[config.mk]
export PLATFORM = sky130hd
export DESIGN_NAME = float_to_int4_transpose_pack
export DESIGN_NICKNAME = d
export VERILOG_FILES = /design/src/hw/rtl/ftip_pkg.sv /design/src/hw/rtl/ftip_cell.sv /design/src/hw/rtl/float_to_int4_transpose_pack.sv
export SDC_FILE = /design/constraint.sdc
export NUM_CORES = 1
export LEC_CHECK = 0
export ABC_CLOCK_PERIOD_IN_PS = 13230
export CELL_PAD_IN_SITES_DETAIL_PLACEMENT = 1
export CELL_PAD_IN_SITES_GLOBAL_PLACEMENT = 2
export CORE_ASPECT_RATIO = 1.1
export CORE_MARGIN = 4
export CORE_UTILIZATION = 47
export CTS_CLUSTER_SIZE = 28
export DETAILED_ROUTE_END_ITERATION = 6
export DONT_BUFFER_PORTS = 1
export GPL_TIMING_DRIVEN = 0
export PLACE_DENSITY = 0.94
export REMOVE_ABC_BUFFERS = 1
export SLEW_MARGIN = 20
export SYNTH_ARGS = -nofsm -noshare
export SYNTH_HDL_FRONTEND = slang
export SYNTH_SLANG_ARGS = --single-unit
[constraint.sdc]
create_clock -name clk -period 13.23 [get_ports clk]
set_input_delay 1.9845 -clock clk [delete_from_list [all_inputs] [get_ports clk]]
set_output_delay 1.9845 -clock clk [all_outputs]
set_load 0.02 [all_outputs]
[src/hw/rtl/ftip_pkg.sv]
// ----------------------------------------------------------------------------
// ftip_pkg
// Shared constants and the float to nibble quantizer.
// ----------------------------------------------------------------------------
package ftip_pkg;
  localparam int BlkElems = 32;
  localparam int BlkRows  = 8;
  localparam int BlkCols  = 4;
  localparam int IdxW     = 5;
  localparam int CntW     = 26;
  localparam int NibW     = 4;
  localparam logic [1:0] RegTotalBlocks = 2'd0;

  // Truncate toward zero, saturate to -8..7, NaN to zero.
  function automatic logic [3:0] quantize(input logic [31:0] bits);
    logic [7:0] expo;
    logic [22:0] mant;
    logic [3:0] mag;
    logic [3:0] res;
    expo = bits[30:23];
    mant = bits[22:0];
    unique case (expo)
      8'd127: mag = 4'd1;
      8'd128: mag = {2'b00, 1'b1, mant[22]};
      8'd129: mag = {1'b0, 1'b1, mant[22:21]};
      default: mag = (expo > 8'd129) ? 4'd8 : 4'd0;
    endcase
    if (expo == 8'hFF && mant != 23'd0) begin
      res = 4'd0;
    end else if (!bits[31]) begin
      res = (mag > 4'd7) ? 4'd7 : mag;
    end else begin
      res = 4'd0 - mag;
    end
    return res;
  endfunction
endpackage

[src/hw/rtl/ftip_cell.sv]
// ----------------------------------------------------------------------------
// ftip_cell
// One stage of the nibble shift chain: holds one nibble, passes it on.
// ----------------------------------------------------------------------------
module ftip_cell (
  input  logic       clk,
  input  logic       shift,
  input  logic [3:0] din,
  output logic [3:0] dout
);
  always_ff @(posedge clk) begin
    if (shift) begin
      dout <= din;
    end
  end
endmodule

[src/hw/rtl/float_to_int4_transpose_pack.sv]
// A word appears in the cycle after the 32nd element of its block is accepted.
// Throughput: one element per cycle while the output is not stalled; the chain of 31
// nibble cells shifts once per accepted element, and the output register is reloaded while a word is taken.
// Reset clears the element and block counters, the output valid and total_blocks.
// Nibble cells hold no reset value; every cell is refilled before each word.
// ----------------------------------------------------------------------------
// float_to_int4_transpose_pack
// Quantizes floats to signed nibbles and emits each 8x4 block column-major.
// ----------------------------------------------------------------------------
module float_to_int4_transpose_pack (
  input  logic         clk,
  input  logic         rst,
  input  logic         s_tvalid,
  output logic         s_tready,
  input  logic [31:0]  s_tdata,   // float_bits[31:0]
  output logic         m_tvalid,
  input  logic         m_tready,
  output logic [127:0] m_tdata,   // packed_low[63:0], packed_high[127:64]
  output logic         m_tlast,   // last_block
  input  logic         psel,
  input  logic         penable,
  input  logic         pwrite,
  input  logic [0:0]   paddr,
  input  logic [31:0]  pwdata,
  output logic [31:0]  prdata,
  output logic         pready
);
  logic [ftip_pkg::CntW-1:0] total_blocks;
  logic [ftip_pkg::IdxW-1:0] element_index;
  logic [ftip_pkg::CntW-1:0] block_index;
  logic [3:0] chain [ftip_pkg::BlkElems];
  logic [127:0] word;
  logic accept, done, last;

  assign pready   = 1'b1;
  assign prdata   = {6'd0, total_blocks};
  assign s_tready = !m_tvalid || m_tready;
  assign accept   = s_tvalid && s_tready;
  assign done     = accept && (element_index == ftip_pkg::IdxW'(ftip_pkg::BlkElems - 1));
  assign last     = (total_blocks != '0) && (block_index == total_blocks - 1'b1);

  always_ff @(posedge clk) begin
    if (rst) begin
      total_blocks <= '0;
    end else if (psel && penable && pwrite && paddr == ftip_pkg::RegTotalBlocks[0:0]) begin
      total_blocks <= pwdata[ftip_pkg::CntW-1:0];
    end
  end

  // chain[0] takes the new nibble; chain[k] holds the element accepted k items ago.
  assign chain[0] = ftip_pkg::quantize(s_tdata);
  for (genvar k = 0; k < ftip_pkg::BlkElems - 1; k++) begin : g_cell
    ftip_cell u_cell (.clk(clk), .shift(accept), .din(chain[k]), .dout(chain[k+1]));
  end

  // Position p = c*8+r holds element e = r*4+c. At completion, element e is
  // chain[31-e] for e<31 and the incoming nibble chain[0] for e=31.
  always_comb begin
    for (int p = 0; p < ftip_pkg::BlkElems; p++) begin
      word[4*p +: 4] = chain[ftip_pkg::BlkElems - 1
        - ((p % ftip_pkg::BlkRows) * ftip_pkg::BlkCols + p / ftip_pkg::BlkRows)];
    end
  end

  always_ff @(posedge clk) begin
    if (rst) begin
      element_index <= '0;
      block_index   <= '0;
      m_tvalid      <= 1'b0;
    end else begin
      if (accept) begin
        element_index <= element_index + 1'b1;
      end
      if (done) begin
        block_index <= last ? '0 : block_index + 1'b1;
        m_tvalid    <= 1'b1;
      end else if (m_tready) begin
        m_tvalid <= 1'b0;
      end
    end
  end

  always_ff @(posedge clk) begin
    if (done) begin
      m_tdata <= word;
      m_tlast <= last;
    end
  end
endmodule

==> results.json <==
{
  "status": "completed",
  "hold_viol": 0,
  "final_nets": 815,
  "rsz0062_at_grt": "false",
  "die_h_um": 171,
  "critPathRequiredTime_ps": 13710,
  "slew_violations": 0,
  "core-area_um2": 23700,
  "ctsHoldBuffers": 0,
  "synth_top_area_frac": 0.672,
  "yosys-top-cells-count": "edfxtp_1, nand2_1, dfxtp_1",
  "synthToLayoutAreaGrowth_pct": 11.4,
  "fin_skew_ps": 14.4,
  "initial_core_util": 0.477,
  "yosys.cell_types.count": 58,
  "io_buffer_count": 0,
  "dieArea_um2": 26600,
  "holdCritPathClass": "reg2reg",
  "period_minus_slack_ps": 4350,
  "drv_cap": 0,
  "num_io_pins": 236,
  "routed_wl_mm": 24.3,
  "synthFlopType": "edfxtp_1",
  "nFillCells": 2173,
  "synth_edf_count": 253,
  "slowest_stage": "and3_4",
  "drive_above_1_share": 0.0737,
  "clock-sinks": 311,
  "yosys_warnings": 0,
  "groute.usage.overall": 0.178,
  "antennaDiodeCount": 0,
  "cellLeakagePower_nw": 4.14,
  "cp_cell_sequence": "nand2b_1 > and3_4 > buf_12 > nand4_1 > nor4_1 > nand4_1 > xor2_1 > a211oi_1",
  "fmax_ghz": 0.230,
  "overflow": 0,
  "sw_frac_of_total": 0.206,
  "p_clk_frac": 0.407,
  "slowest_delay_ps": 630,
  "synth_seq_area_share": 0.775,
  "yosysTopAreaCell": "edfxtp_1",
  "dpl.hpwl_mm": 17.5,
  "ys_ff_latch": 311,
  "p_per_area_nw_per_um2": 155,
  "pre_cts_slack_ps": 8290,
  "root_buffer": "clkbuf_16",
  "antenna_found_initial": 0,
  "drtIter0Drc": 319,
  "arrival_ps": 4830,
  "slew_headroom": 0.406,
  "setup_ws_ps": 8880,
  "total_power_mw": 1.96,
  "fin_setup_tns_ps": 0,
  "combPwrFrac": 0.029,
  "power.internal_mw": 1.55,
  "crit_fanout": 46,
  "globalplace.congestion": 0.857,
  "wl_per_cell_um": 22.8,
  "grt_max_degree": 61,
  "fin_crit_sh": 0.329,
  "synth.most_common_cell": "edfxtp_1",
  "cts_resized": 0,
  "cts_tree": "done",
  "clkTransAtPathRegs_ps": 60,
  "cts_buffers": 31,
  "tightest_slew_ps": 890,
  "cp-start-kind": "input port",
  "synthTopCellsByArea": "edfxtp_1, dfxtp_1, xor2_1, nand2_1, xnor2_1",
  "clockBufferDepth": 3,
  "grt_pass1_wl_mm": 37.3,
  "synth_area_um2": 11300,
  "p_seq_frac": 0.564,
  "num_vias": 5942,
  "synth_area_per_cell_um2": 15.5,
  "die_x_um": 156,
  "switching_power_uw": 403,
  "async_flop_share": 0,
  "crit_type": "in2reg",
  "firstDrtPassIters": 4,
  "drc_errors": 0,
  "setup_viol": 0,
  "rows": 59,
  "postSynthCellCount": 727,
  "post_cts_buffers": 0,
  "cp_top_family": "simple AND/OR/NAND/NOR gates",
  "peakVddDrop_mv": 0.0889,
  "vias_per_cell": 5.58,
  "insertion_delay_ps": 560,
  "htreeDepth": 1,
  "antenna_left": 0,
  "critPathBufInv": 1,
  "grt_pass1_vias": 6304,
  "endpoint_kind": "register",
  "critPathMostFrequentCell": "nand4_1"
}
## flip-flops by register name, summed over array words and instances, names as in the netlist
| register | cells |
|---|---|
| block_index | 26 |
| element_index | 5 |
| g_cell.u_cell.dout | 124 |
| m_tdata | 128 |
| m_tlast | 1 |
| m_tvalid | 1 |
| total_blocks | 26 |
## cell usage in the layout, fill, tap and decap left out, types with 6 or more instances in the layout
master	n
nand2_1	72
dfxtp_1	58
clkbuf_16	31
a21oi_1	32
clkbuf_1	6
nor2_1	32
nor4_1	17
nand3_1	12
ha_1	6
a211oi_1	25
xor2_1	32
clkinv_1	8
conb_1	7
o21ai_0	6
nand4_1	18
nor3_1	15
or3_1	9
xnor2_1	29
clkinv_2	6
inv_1	8
and3_1	6
or4_1	6
edfxtp_1	253
## layout make-up
| class | instances | area (um2) | area share |
|---|---|---|---|
| repair buffers | 7 | 130 | 0.0103 |
| clock inverters | 19 | 133 | 0.0105 |
| well taps | 305 | 382 | 0.0303 |
| clock buffers | 37 | 798 | 0.0634 |
| inverters | 8 | 30.0 | 0.00238 |
| multi-input cells | 378 | 2360 | 0.188 |
| flip-flops and latches | 311 | 8760 | 0.695 |
## kinds of logic after synthesis
group / synth area share
DFF: 0.775
and+or+nand+nor: 0.0954
AOI/OAI and AO/OA: 0.0510
xor gates and xnor gates: 0.0494
buffers and inverters: 0.0183
adders and majority gates: 0.00664
muxes: 0.00365
other: 0.000664
## through the flow
step                      cell area (um2)  cells   util  hold slack, ps
final                               12600   1065  0.531             427
after global routing                12600   1065  0.531             437
after CTS                           12600   1064  0.531             429
after global placement              11500   1002  0.486             406
after detailed placement            11700   1008  0.492             415
after floorplan                     11100    697      -             400
## path summary, 6_finish.rpt
path                                       startpoint                      endpoint  slack (ps)  cells past startpoint
hold reg to reg   g_cell[30].u_cell.dout[3]$_DFFE_PP_          m_tdata[3]$_DFFE_PP_         430                      0
setup / recovery                             m_tready  block_index[25]$_SDFFE_PP0P_        8880                      8
hold / removal    g_cell[30].u_cell.dout[3]$_DFFE_PP_          m_tdata[3]$_DFFE_PP_         430                      0
setup reg to reg         total_blocks[0]$_SDFFE_PP0P_  block_index[11]$_SDFFE_PP0P_        9300                     10
## routing by layer
metal | vias to the layer above | GRT usage | wire length [um] | part of all wire
met5 | - | 0 | 0 | 0
met2 | 208 | 0.321 | 13100 | 0.54
met4 | 0 | 0.0464 | 497 | 0.020
met3 | 32 | 0.0430 | 1640 | 0.067
li1 | 2753 | - | - | -
met1 | 2949 | 0.214 | 9140 | 0.38
## power by group through the flow
stage | Clock (mW) | Sequential [mW] | Combinational, mW
floorplan | 0 | 1.12 | 0.0417
global placement | 0 | 1.12 | 0.0507
detailed placement | 0 | 1.13 | 0.0565
CTS | 0.818 | 1.11 | 0.0566
global route | 0.864 | 1.11 | 0.0629
finish | 0.796 | 1.10 | 0.0570
Power figures use the tool's default switching activity.
